<file path="src/rtl/core/rfte_ram.sv">
// Generic single-write, single-read RAM with registered read data.
// No dependencies.
module rfte_ram #(
   parameter int WIDTH = 32,
   parameter int DEPTH = 81
) (
   input  logic                     clock,
   input  logic                     wr_en,
   input  logic [$clog2(DEPTH)-1:0] wr_addr,
   input  logic [WIDTH-1:0]         wr_data,
   input  logic                     rd_en,
   input  logic [$clog2(DEPTH)-1:0] rd_addr,
   output logic [WIDTH-1:0]         rd_data
);

   logic [WIDTH-1:0] mem_ff [DEPTH];
   logic [WIDTH-1:0] rd_data_ff;

   always_ff @(posedge clock) begin
      if (wr_en) begin
         mem_ff[wr_addr] <= wr_data;
      end
      if (rd_en) begin
         rd_data_ff <= mem_ff[rd_addr];
      end
   end

   assign rd_data = rd_data_ff;

endmodule

</file>
<file path="config.mk">
export PLATFORM = sky130hd
export DESIGN_NAME = rfte_ram
export DESIGN_NICKNAME = d
export VERILOG_FILES = /design/src/rtl/core/rfte_ram.sv
export SDC_FILE = /design/constraint.sdc
export NUM_CORES = 2
export LEC_CHECK = 0
export ABC_AREA = 1
export BUFFER_PORTS_ARGS = -buffer_cell sky130_fd_sc_hd__buf_2
export CAP_MARGIN = 20
export CORE_MARGIN = 8
export CORE_UTILIZATION = 23
export CTS_BUF_LIST = sky130_fd_sc_hd__clkbuf_4 sky130_fd_sc_hd__clkbuf_8
export DETAILED_ROUTE_END_ITERATION = 16
export PLACE_DENSITY = 0.48
export RECOVER_POWER = 25
export SLEW_MARGIN = 15
export SYNTH_ARGS = -nofsm -noshare
export SYNTH_HDL_FRONTEND = slang
export SYNTH_SLANG_ARGS = --single-unit
</file>
<file path="constraint.sdc">
create_clock -name clock -period 11.89 [get_ports clock]
set_input_delay 2.378 -clock clock [delete_from_list [all_inputs] [get_ports clock]]
set_output_delay 2.378 -clock clock [all_outputs]
set_load 0.02 [all_outputs]
</file>
### After elaboration in Yosys (flattened, before gate mapping)

Memory sizes are Yosys's and may differ from the RTL's. A register that Yosys moved wholly into a read port is not among the register bits.
Cells that the tools add are included.

| storage, ports and cells | value |
|---|---|
| output and inout bits | 32 |
| input bits | 49 |
| memories kept | 1 |
| bits in writable memories | 2592 |
| flip-flop bits (word level) | 0 |
| logic and storage cells | 3 |

Memories:

| memory | depth | width | rd ports | clocked after memory_dff | write ports | RTL line | RTL |
|---|---|---|---|---|---|---|---|
| mem_ff | 81 | 32 | 1 | 1 | 1 | 16 | `logic [WIDTH-1:0] mem_ff [DEPTH];` |

| cells by class | value |
|---|---|
| mux-type cells | 2 |

Operators by type and width:

| cell | number |
|---|---|
| 1-bit two-way mux | 2 |

### Longest topological paths before layout

| depth | value |
|---|---|
| depth in word-level cells | 2 |
| gate-level depth with buffers | 14 |
| gate-level depth less buffers | 11 |

### Worst setup path after synthesis

Ideal clock, no wire load.

| timing path | value |
|---|---|
| path kind | input to register |
| start point | input port wr_addr[5] |
| end point | memory mem_ff[44][0] (enable) |
| path buffers | 0 |
| library setup time | 0.461 ns |
| arrival time | 5.049 ns |
| required time | 11.429 ns |
| slack | 6.380 ns |
| stages | 4 |
| cells stage by stage | inv_1 nor2_1 nand2_1 nor3_1 |

RTL lines:

| what | RTL line | RTL |
|---|---|---|
| start, declared | 9 | `input logic [$clog2(DEPTH)-1:0] wr_addr,` |
| end, declared | 16 |  |

No word-level cell before the write port.

==> results.json <==
{
  "ctsHoldBuffers": 0,
  "clock.fmax_mhz": 170.1,
  "finalSetupTns_ns": 0,
  "yosys_warnings": 0,
  "synth_area_per_cell_um2": 12.08,
  "rows": 249,
  "hpwl_mm": 185.0,
  "die_h_um": 693.6,
  "critPathArrivalTime_ns": 6.77,
  "setup_viol": 0,
  "hold_viol": 0,
  "cp_max_fo": 149,
  "clockBufferDepth": 4,
  "synth.largest_area_cell": "edfxtp_1",
  "cts.reportedPaths.clkPinSlew_ns": 0.06,
  "viasPerCell": 4.486,
  "synth_cell_types": 20,
  "slew_headroom_pct": -211.4,
  "outcome": "finished with violations",
  "fin_skew_ns": 0.1005,
  "synthFlopType": "edfxtp_1",
  "cts_made_buffers": 442,
  "drt-total-wl_mm": 352.0,
  "postCtsSetupRepairBufs": 0,
  "cp.depth": 14,
  "synthTopCellsByArea": "edfxtp_1, nand2_1, nand3_1",
  "drv_cap": 28,
  "violations": "capacitance limit, slew limit",
  "crit_chain": "buf_8 > buf_12 > buf_4 > buf_4 > nand2_1 > nand3_1 > nand3_1 > nand2_1 > nand2_1 > nand3_1 > nand3_1 > nand2_1 > nand2_1 > nand2_1",
  "io_pins": 81,
  "cts.sinks": 2624,
  "worst_ep_required_time_ns": 12.78,
  "cts_resized": 0,
  "synth_top_area_share_pct": 74.62,
  "crit_path_frequent_cell": "nand2_1",
  "peakVddDrop_mv": 0.09071,
  "slew_violations": 1411,
  "crit_path_max_incr_delay_ns": 0.68,
  "grt_usage_pct": 14.00,
  "coreArea_um2": 458600,
  "layout_worst_path_cycle_share_pct": 49.46,
  "worst_pin_slew_ns": 4.670,
  "hold_path_class": "reg2reg",
  "cts-root-buf": "clkbuf_8",
  "final_nets": 8934,
  "layout-area-overhead-vs-synth_pct": 14.55,
  "synth_area_um2": 105600,
  "drc": 0,
  "worst-path-buf-inv": 4,
  "grt_max_degree": 156,
  "fillers": 48024,
  "grt_overflow": 0,
  "worst-r2r-setup-slack_ns": 9.68,
  "clk_latency_ns": 1.05,
  "crit_type": "in2reg",
  "crit_path_start": "rd_addr[0]",
  "powerDensity_nw_per_um2": 158.7,
  "end_kind": "flop",
  "final_cells": 15358,
  "r2r-start": "mem_ff[41][30]",
  "placedCellCount": 14589,
  "cts_max_level": 5,
  "worstRegToRegCells": 10,
  "reg2reg_to": "rd_data[30]",
  "die-area_um2": 481100,
  "grt_pass1_wl_mm": 497.5,
  "die_w_um": 693.6,
  "path_delay_family": "buffers and inverters",
  "critPathCapture": "rd_data[23]",
  "p_leak_nw": 41.31,
  "finalCriticalPeriod_ns": 5.881,
  "drt_first_iter_violations": 6419,
  "grt_pass1_vias": 66378,
  "synth-edff-count": 2624,
  "gp_congestion": 0.7865,
  "synth_fp_nets": 8790,
  "cpMaxStageDelayCell": "buf_4",
  "antenna_found_initial": 45,
  "synthArstFlopShare_pct": 0,
  "vias": 68895,
  "ys_ff_latch": 2624,
  "ys_seq_area_share_pct": 74.62,
  "final_layout_size_suffix_gt1_share_pct": 10.62,
  "post_drt_wl_per_cell_um": 22.92,
  "rsz0062_at_grt": "no",
  "ant_nets": 0,
  "cts_tree": "done",
  "synthCells": 8741,
  "port_buffers": 80,
  "start_util_pct": 23.03,
  "drt-pass1-iter-count": 8,
  "critPathLaunchType": "input pin"
}
## power breakdown
group / leakage [nW] / internal [mW] / switching (mW) / total [mW]
Sequential: 23.6 / 10.2 / 0.0323 / 10.3
Clock: 4.31 / 4.04 / 3.64 / 7.68
Combinational: 13.4 / 0.258 / 0.978 / 1.24
## per-stage QoR
| stage | power, mW | hold WS [ns] | worst slack [ns] | utilization, % | instance area, um^2 |
|---|---|---|---|---|---|
| floorplan | 11.09 | 0.6032 | 6.380 | - | 105600 |
| global placement | 11.71 | 0.6250 | 5.120 | 24.63 | 112900 |
| detailed placement | 11.71 | 0.6420 | 5.144 | 24.63 | 112900 |
| CTS | 19.37 | 0.6303 | 6.237 | 26.39 | 121000 |
| global route | 19.84 | 0.6796 | 5.972 | 26.37 | 120900 |
| finish | 19.19 | 0.6276 | 6.009 | 26.38 | 121000 |
## how the worst min path moves through the flow
stage	start	to	depth (start not counted)
floorplan	mem_ff[80][16]	rd_data[16]	3
global placement	mem_ff[80][27]	rd_data[27]	4
detailed placement	mem_ff[80][21]	rd_data[21]	3
CTS	mem_ff[80][24]	rd_data[24]	3
global route	mem_ff[80][21]	rd_data[21]	3
finish	mem_ff[80][24]	rd_data[24]	3
## cell usage after synthesis (4+ instances only)
| library cell | n |
|---|---|
| a21oi_1 | 6 |
| o221ai_1 | 18 |
| edfxtp_1 | 2624 |
| buf_2 | 265 |
| nand2_1 | 2965 |
| clkbuf_1 | 141 |
| inv_1 | 22 |
| buf_1 | 44 |
| nand3_1 | 1723 |
| nor3_1 | 12 |
| o22ai_1 | 100 |
| o21ai_0 | 261 |
| buf_6 | 44 |
| o21ai_1 | 14 |
| buf_4 | 72 |
| or2_2 | 9 |
| nor2_1 | 411 |
| o211ai_1 | 4 |
## cell families after synthesis
group,count (synthesis),synth area share (%)
compound gates,406,2.123
simple gates,5120,20.28
buf+inv,591,2.983
flops,2624,74.62
## registers in the layout, indices dropped and copies added (netlist names)
signal / cells
mem_ff: 2592
rd_data: 32
## per-layer routing
layer	track usage, %	vias to the layer above	part of all wire, %
li1	-	31260	-
met1	18.70	34819	43
met2	23.40	2230	48
met3	1.789	582	5.6
met4	4.826	4	3.5
met5	0	-	0.0077
## cell type report
class | instances | area (um^2) | share of cell area (%)
Antenna cell | 17 | 42.54 | 0.03517
Clock buffer | 617 | 7435 | 6.146
Sequential cell | 2624 | 78800 | 65.14
Clock inverter | 134 | 670.6 | 0.5544
Multi-Input combinational cell | 5526 | 24260 | 20.06
Inverter | 25 | 128.9 | 0.1065
Timing Repair Buffer | 266 | 1937 | 1.601
Tap cell | 6149 | 7694 | 6.360
## layout by cell type, fill, tap and decap left out, drive strengths merged
cell type,netlist,final
a21oi,6,6
buf,425,230
bufinv,0,2
clkbuf,141,653
clkinv,0,120
clkinvlp,0,3
diode,0,17
edfxtp,2624,2624
inv,25,34
nand2,2965,2965
nand3,1723,1723
nor2,411,411
nor3,12,12
o211ai,4,4
o21ai,275,275
o221ai,18,18
o22ai,100,100
o31ai,3,3
or2,9,9
## worst min-delay path, stage by stage (launching register included)
cell and delay, ns:
edfxtp_1 0.31, or2_2 0.09, nand3_1 0.07, nand2_1 0.07
Note: power is estimated with default switching activity, not from simulation.
