File: src/rtl/core/rfte_pkg.sv
// Shared types, constants and helpers for the rank-four tensor engine.
// No dependencies.
package rfte_pkg;

   localparam int DIM_DEFAULT = 3;
   localparam int FRAC_BITS   = 16;

   localparam logic signed [63:0] S32_MAX = 64'sh0000_0000_7fff_ffff;
   localparam logic signed [63:0] S32_MIN = 64'shffff_ffff_8000_0000;

   typedef enum logic [2:0] {
      OP_CLEAR     = 3'd0,
      OP_WRITE     = 3'd1,
      OP_READ      = 3'd2,
      OP_ADD       = 3'd3,
      OP_MAT_WRITE = 3'd4,
      OP_SCALE     = 3'd5,
      OP_CONTRACT  = 3'd6,
      OP_ROTATE    = 3'd7
   } opcode_type;

   typedef enum logic {
      MAC_MUL = 1'b0,
      MAC_ACC = 1'b1
   } mac_mode_type;

   typedef struct packed {
      logic         start;
      logic         acc_clr;
      mac_mode_type mode;
   } mac_ctrl_type;

   function automatic logic signed [31:0] sat32(input logic signed [63:0] v);
      if (v > S32_MAX) begin
         return S32_MAX[31:0];
      end else if (v < S32_MIN) begin
         return S32_MIN[31:0];
      end
      return v[31:0];
   endfunction

endpackage

File: src/rtl/core/rfte_mac.sv
// Shared Q16.16 multiplier with floor, saturation and a 64-bit accumulator.
// Depends on rfte_pkg.
module rfte_mac import rfte_pkg::*; (
   input  logic               clock,
   input  logic               reset,
   input  mac_ctrl_type       ctrl,
   input  logic signed [31:0] a,
   input  logic signed [31:0] b,
   output logic               done,
   output logic signed [31:0] result
);

   logic signed [63:0] prod_ff;
   mac_mode_type       mode_ff;
   logic               stage_ff;
   logic               done_ff;
   logic signed [63:0] acc_ff;
   logic signed [31:0] res_ff;
   logic signed [63:0] floored;
   logic signed [63:0] acc_in;

   // arithmetic shift floors toward minus infinity
   assign floored = prod_ff >>> FRAC_BITS;
   assign acc_in  = acc_ff + floored;

   always_ff @(posedge clock) begin
      if (reset) begin
         stage_ff <= 1'b0;
         done_ff  <= 1'b0;
         acc_ff   <= '0;
      end else begin
         stage_ff <= ctrl.start;
         done_ff  <= stage_ff;
         if (ctrl.acc_clr) begin
            acc_ff <= '0;
         end else if (stage_ff && mode_ff == MAC_ACC) begin
            acc_ff <= acc_in;
         end
      end
   end

   always_ff @(posedge clock) begin
      if (ctrl.start) begin
         prod_ff <= a * b;
         mode_ff <= ctrl.mode;
      end
      if (stage_ff) begin
         res_ff <= (mode_ff == MAC_ACC) ? sat32(acc_in) : sat32(floored);
      end
   end

   assign done   = done_ff;
   assign result = res_ff;

endmodule

File: config.mk
export PLATFORM = sky130hd
export DESIGN_NAME = rfte_mac
export DESIGN_NICKNAME = d
export VERILOG_FILES = /design/src/rtl/core/rfte_pkg.sv /design/src/rtl/core/rfte_mac.sv
export SDC_FILE = /design/constraint.sdc
export NUM_CORES = 2
export LEC_CHECK = 0
export BUFFER_PORTS_ARGS = -buffer_cell sky130_fd_sc_hd__buf_2
export CAP_MARGIN = 20
export CORE_MARGIN = 2
export CORE_UTILIZATION = 65
export DETAILED_ROUTE_END_ITERATION = 7
export GPL_TIMING_DRIVEN = 0
export PLACE_DENSITY = 0.85
export SETUP_SLACK_MARGIN = 0.15
export SYNTH_ARGS = -nofsm -noshare
export SYNTH_HDL_FRONTEND = slang
export SYNTH_SLANG_ARGS = --single-unit
File: constraint.sdc
create_clock -name clock -period 11.9 [get_ports clock]
set_input_delay 1.785 -clock clock [delete_from_list [all_inputs] [get_ports clock]]
set_output_delay 1.785 -clock clock [all_outputs]
set_load 0.01 [all_outputs]
# Word level (Yosys, flattened, before mapping)
# Cells that the tools add are included.
word_totals:
  reg_bits: 163
  inputBits: 69
  output_inout_bits: 33
  wordCells: 27
op_classes:
  add_sub_neg: 1
  reduce_logical: 2
  magnitude_cmp: 4
  muxes: 13
  multipliers: 1
op_table:
  columns: ["op", "count"]
  rows:
  - ["$mux W32", 7]
  - ["$add A64 B48 Y64", 1]
  - ["$gt A64 B32 Y1 const B", 1]
  - ["$lt A64 B32 Y1 const B", 1]
  - ["$mul A32 B32 Y64", 1]
  - ["$gt A48 B32 Y1 const B", 1]
  - ["$lt A48 B32 Y1 const B", 1]
  - ["$mux W1", 6]
  - ["$reduce_or A2 Y1", 1]
  - ["$logic_and A1 B1 Y1", 1]

# Depth between registers and ports, before layout
depth:
  depth_word: 7
  depth_mapped: 32
  ltp_nobuf: 31

# Least setup slack after synthesis
# No wires, ideal clock.
synth_timing:
  path_kind: "input -> register"
  start: "input b[3]"
  end: "register prod_ff[62], data pin"
  arrival_ns: 9.030
  slack_ns: 2.605
  setup_ns: 0.265
  cell_stages: 28
  required_time_ns: 11.635
  n_path_buf: 1
  path_cell_list: "clkbuf_1 > nand2_1 > fa_1 > fa_1 > inv_1 > fa_1 > inv_1 > fa_1 > inv_1 > fa_1 > fa_1 > fa_1 > inv_1 > fa_1 > inv_1 > ha_1 > a41o_1 > a21oi_1 > o21ai_0 > a31o_2 > or3_1 > o21ba_2 > o31ai_1 > o21ba_2 > o2111ai_1 > o22ai_1 > o21ai_0 > xor2_1"
synth_between:
  elab_chain_len: 1
synth_rtl:
  columns: ["item", "line_no", "text"]
  rows:
  - ["start: declaration", "rfte_mac.sv:8", "input logic signed [31:0] b,"]
  - ["$mul A32 B32 Y64", "rfte_mac.sv:44", "prod_ff <= a * b;"]
  - ["end signal: assignment", "rfte_mac.sv:44", null]
  - ["end: declaration", "rfte_mac.sv:13", "logic signed [63:0] prod_ff;"]
# No other way between the ends.
# A chain may end at the register's enable or synchronous reset.

# Worst setup path in the final report
layout_timing:
  start: "input a[6]"
  end: "register prod_ff[61], data pin"
layout_between:
  elab_chain_len: 1
layout_rtl:
  columns: ["item", "line_no", "text"]
  rows:
  - ["start: declaration", "rfte_mac.sv:7", "input logic signed [31:0] a,"]
  - ["$mul A32 B32 Y64", "rfte_mac.sv:44", null]
# No other way between the ends.

==> qor.csv <==
stage,metric,value,unit
synth,synthesized area,45600,um^2
routing,Wirelength per Cell,24.9,um
hold_path,HP Start,acc_ff[50],
routing,DRC Markers,8,
sta,Final Cycle Share,89.8,%
placed_design,GP Congestion,1.08,
outcome,status,"complete, but fails checks",
grt,gr ovfl total,0,
routing,First-pass DRT Iterations,8,
setup_path,Critical Path AT,10970,ps
setup_path,r2r setup slk,5770,ps
run,number of max-cap violations,0,
cells_and_area,"most common cell after layout, fill and taps aside",fa_1,
setup_path,worst reg-to-reg path cell count,16,
sta,Fin Setup TNS,0,ps
floorplanning,core area,69800,um^2
clock_tree,H-tree depth,4,
placed_design,I/O Buffers,101,
setup_path,worst r2r src,prod_ff[16],
clock_tree,Setup Buffers After CTS,0,
grt,first-pass GRT wire length,229000,um
floorplanning,DIE WIDTH,269,um
synth,"Seq/Total Area, Yosys",8.23,%
setup_path,Setup crit end kind,register,
floorplanning,io pins,102,
grt,Total Routing Usage GR,43.9,%
placed_design,placed insts,6054,
clock_tree,worst skew pair latency,450,ps
cells_and_area,fillers,5594,
grt,met2 Use GR,66.6,%
synth,post-synth cell types,88,
synth,Post-Synthesis Cells,5010,
setup_path,crit-path max FO,10,
synth,syn avg cell area,9.10,um^2
grt,global routing usage on met3,16.6,%
sta,Final Setup Violations,0,
grt,largest net degree at the start of global routing,35,
routing,final WL,152000,um
synth,Post-synth top flop,edfxtp_1,
routing,Vias,36800,
grt,initial antenna violation count,9,
synth,Post-synth EDFFs,81,
placed_design,hpwl dp,130000,um
sta,Final WS setup,1210,ps
floorplanning,Site Rows,97,
clock_tree,CTS max path bufs,2,
grt,grt met1 use,56.2,%
hold_path,Worst Hold Path EP,acc_ff[50],
sta,Pins Over Slew Limit,0,
routing,ANT nets after route,0,
cells_and_area,nets@finish,6528,
cells_and_area,"Area growth, synth to finish",5.19,%
clock_tree,clk sink count,147,
sta,slew margin rel.,11.8,%
cells_and_area,"commonest cells after routing, fill and taps aside","1,081 x fa_1, 1,009 x inv_1, 770 x nand2_1",
synth,YS warnings,0,
clock_tree,CTS tree,yes,
hold_path,Hold Path Class,reg -> reg,
sta,min Tclk post-route,10690,ps
floorplanning,Die Span Y,269,um
setup_path,Startpoint Class,input port,
setup_path,worst reg2reg endpoint,result[15],
setup_path,Crit Path Category,in -> reg,
setup_path,CP required,12180,ps
cells_and_area,Layout Cells excl Fill,6093,
sta,Final Hold Viols,0,
routing,initial DRC count,3933,
grt,vias in the first global route,38400,
placed_design,pre-CTS WS,1080,ps
floorplanning,Initial Utilization,65.3,%
sta,unrepaired setup endpoints after global routing,no,
clock_tree,cts repair resizes,0,
synth,syn_nets,6404,
clock_tree,"Hold-fix buffers, CTS",0,
sta,Worst-Margin Slew,1320,ps
sta,final hold slack,460,ps
synth,ys async rst share,0,%
cells_and_area,layout cells sized above 1,3.92,%
routing,Vias/cell,6.04,
clock_tree,CTS buffer count,17,
clock_tree,"CTS clk-pin slew, worst paths",80,ps
outcome,failing checks,DRC,
grt,global route hottest layer,met2,
floorplanning,Die Area,72300,um^2
hold_path,Worst Hold Depth,2,
sta,clk_skew,18.0,ps
setup_path,Crit. Startpoint,a[6],
clock_tree,clk root buf,clkbuf_16,
sta,fmax,93.6,MHz
synth,#FFs+latches synth,147,
-- worst max-delay path, cell delays in order --
cell	delay, ps
buf_2	240
clkbuf_1	1010
nand2_1	240
fa_1	500
fa_1	490
fa_1	490
inv_1	50
fa_1	550
ha_1	240
ha_1	270
inv_1	40
fa_1	450
fa_1	490
inv_1	40
ha_1	280
and3_1	170
nand2_1	60
o21a_1	190
o31ai_2	930
a32o_1	450
o21ba_2	290
a31oi_1	140
o21ai_0	450
o21ai_0	290
or2_2	390
o21ai_0	200
xor2_1	230
-- state kept, by name (all words and copies together), names as in the netlist --
signal and flops:
acc_ff 64, prod_ff 48, result 32, done 1
mode_ff 1, stage_ff 1
-- layout make-up --
class,instances,area [um^2],area share [%]
repair buffers,105,572,1.19
clock inverters,13,124,0.258
inverters,1009,3790,7.90
clock buffers,19,464,0.968
flip-flops and latches,147,3750,7.83
multi-input cells,3581,37000,77.1
diodes,6,15.0,0.0313
plain buffers,273,1080,2.25
well taps,940,1180,2.45
-- per-stage QoR --
stage	area (um^2)	util (%)
6_report	47900	68.7
3_5_place_dp	47300	67.8
4_1_cts	47900	68.7
2_1_floorplan	45600	-
5_1_grt	47900	68.7
3_3_place_gp	47300	67.7
-- Yosys cell counts (47+ instances only) --
master / n / share of area, %
a21oi_1: 169 / 1.9
inv_1: 1009 / 8.3
ha_1: 243 / 6.7
o21ai_0: 62 / 0.68
dfxtp_1: 66 / 2.9
nand2_1: 770 / 6.3
xnor2_1: 67 / 1.3
nand4_1: 49 / 0.67
nor2_1: 122 / 1.0
a21o_1: 47 / 0.77
fa_1: 1082 / 48
edfxtp_1: 81 / 5.3
nand3_1: 62 / 0.68
and2_1: 507 / 7.0
clkbuf_1: 248 / 2.0
-- cell families (layout without fill, tap and decap cells) --
group | count (synthesis) | in the layout | share of synthesized area (%)
flops | 147 | 147 | 8.23
xor+xnor | 102 | 102 | 1.96
fa+ha+maj | 1325 | 1325 | 54.2
compound gates | 483 | 483 | 6.86
other cells | 0 | 6 | 0
simple gates | 1666 | 1666 | 18.0
buf+inv | 1282 | 1419 | 10.7
mux | 5 | 5 | 0.110
-- metal layers --
layer  routed length, um  part of all wire [%]
met1               55500                    37
met2               65300                    43
met3               21900                    14
met4                8900                   5.9
met5                 266                  0.18
-- worst max path at each step --
stage,end,cells after the start,slack (ps)
after detailed placement,prod_ff[62],27,1080
after CTS,prod_ff[62],31,1530
after global placement,prod_ff[61],27,760
after global routing,prod_ff[61],28,970
after floorplan,prod_ff[62],28,2600
final,prod_ff[61],27,1210
Power is left out: the tool's default activity adds up to more than one toggle a clock period on the data nets, which glitch-free logic cannot reach.
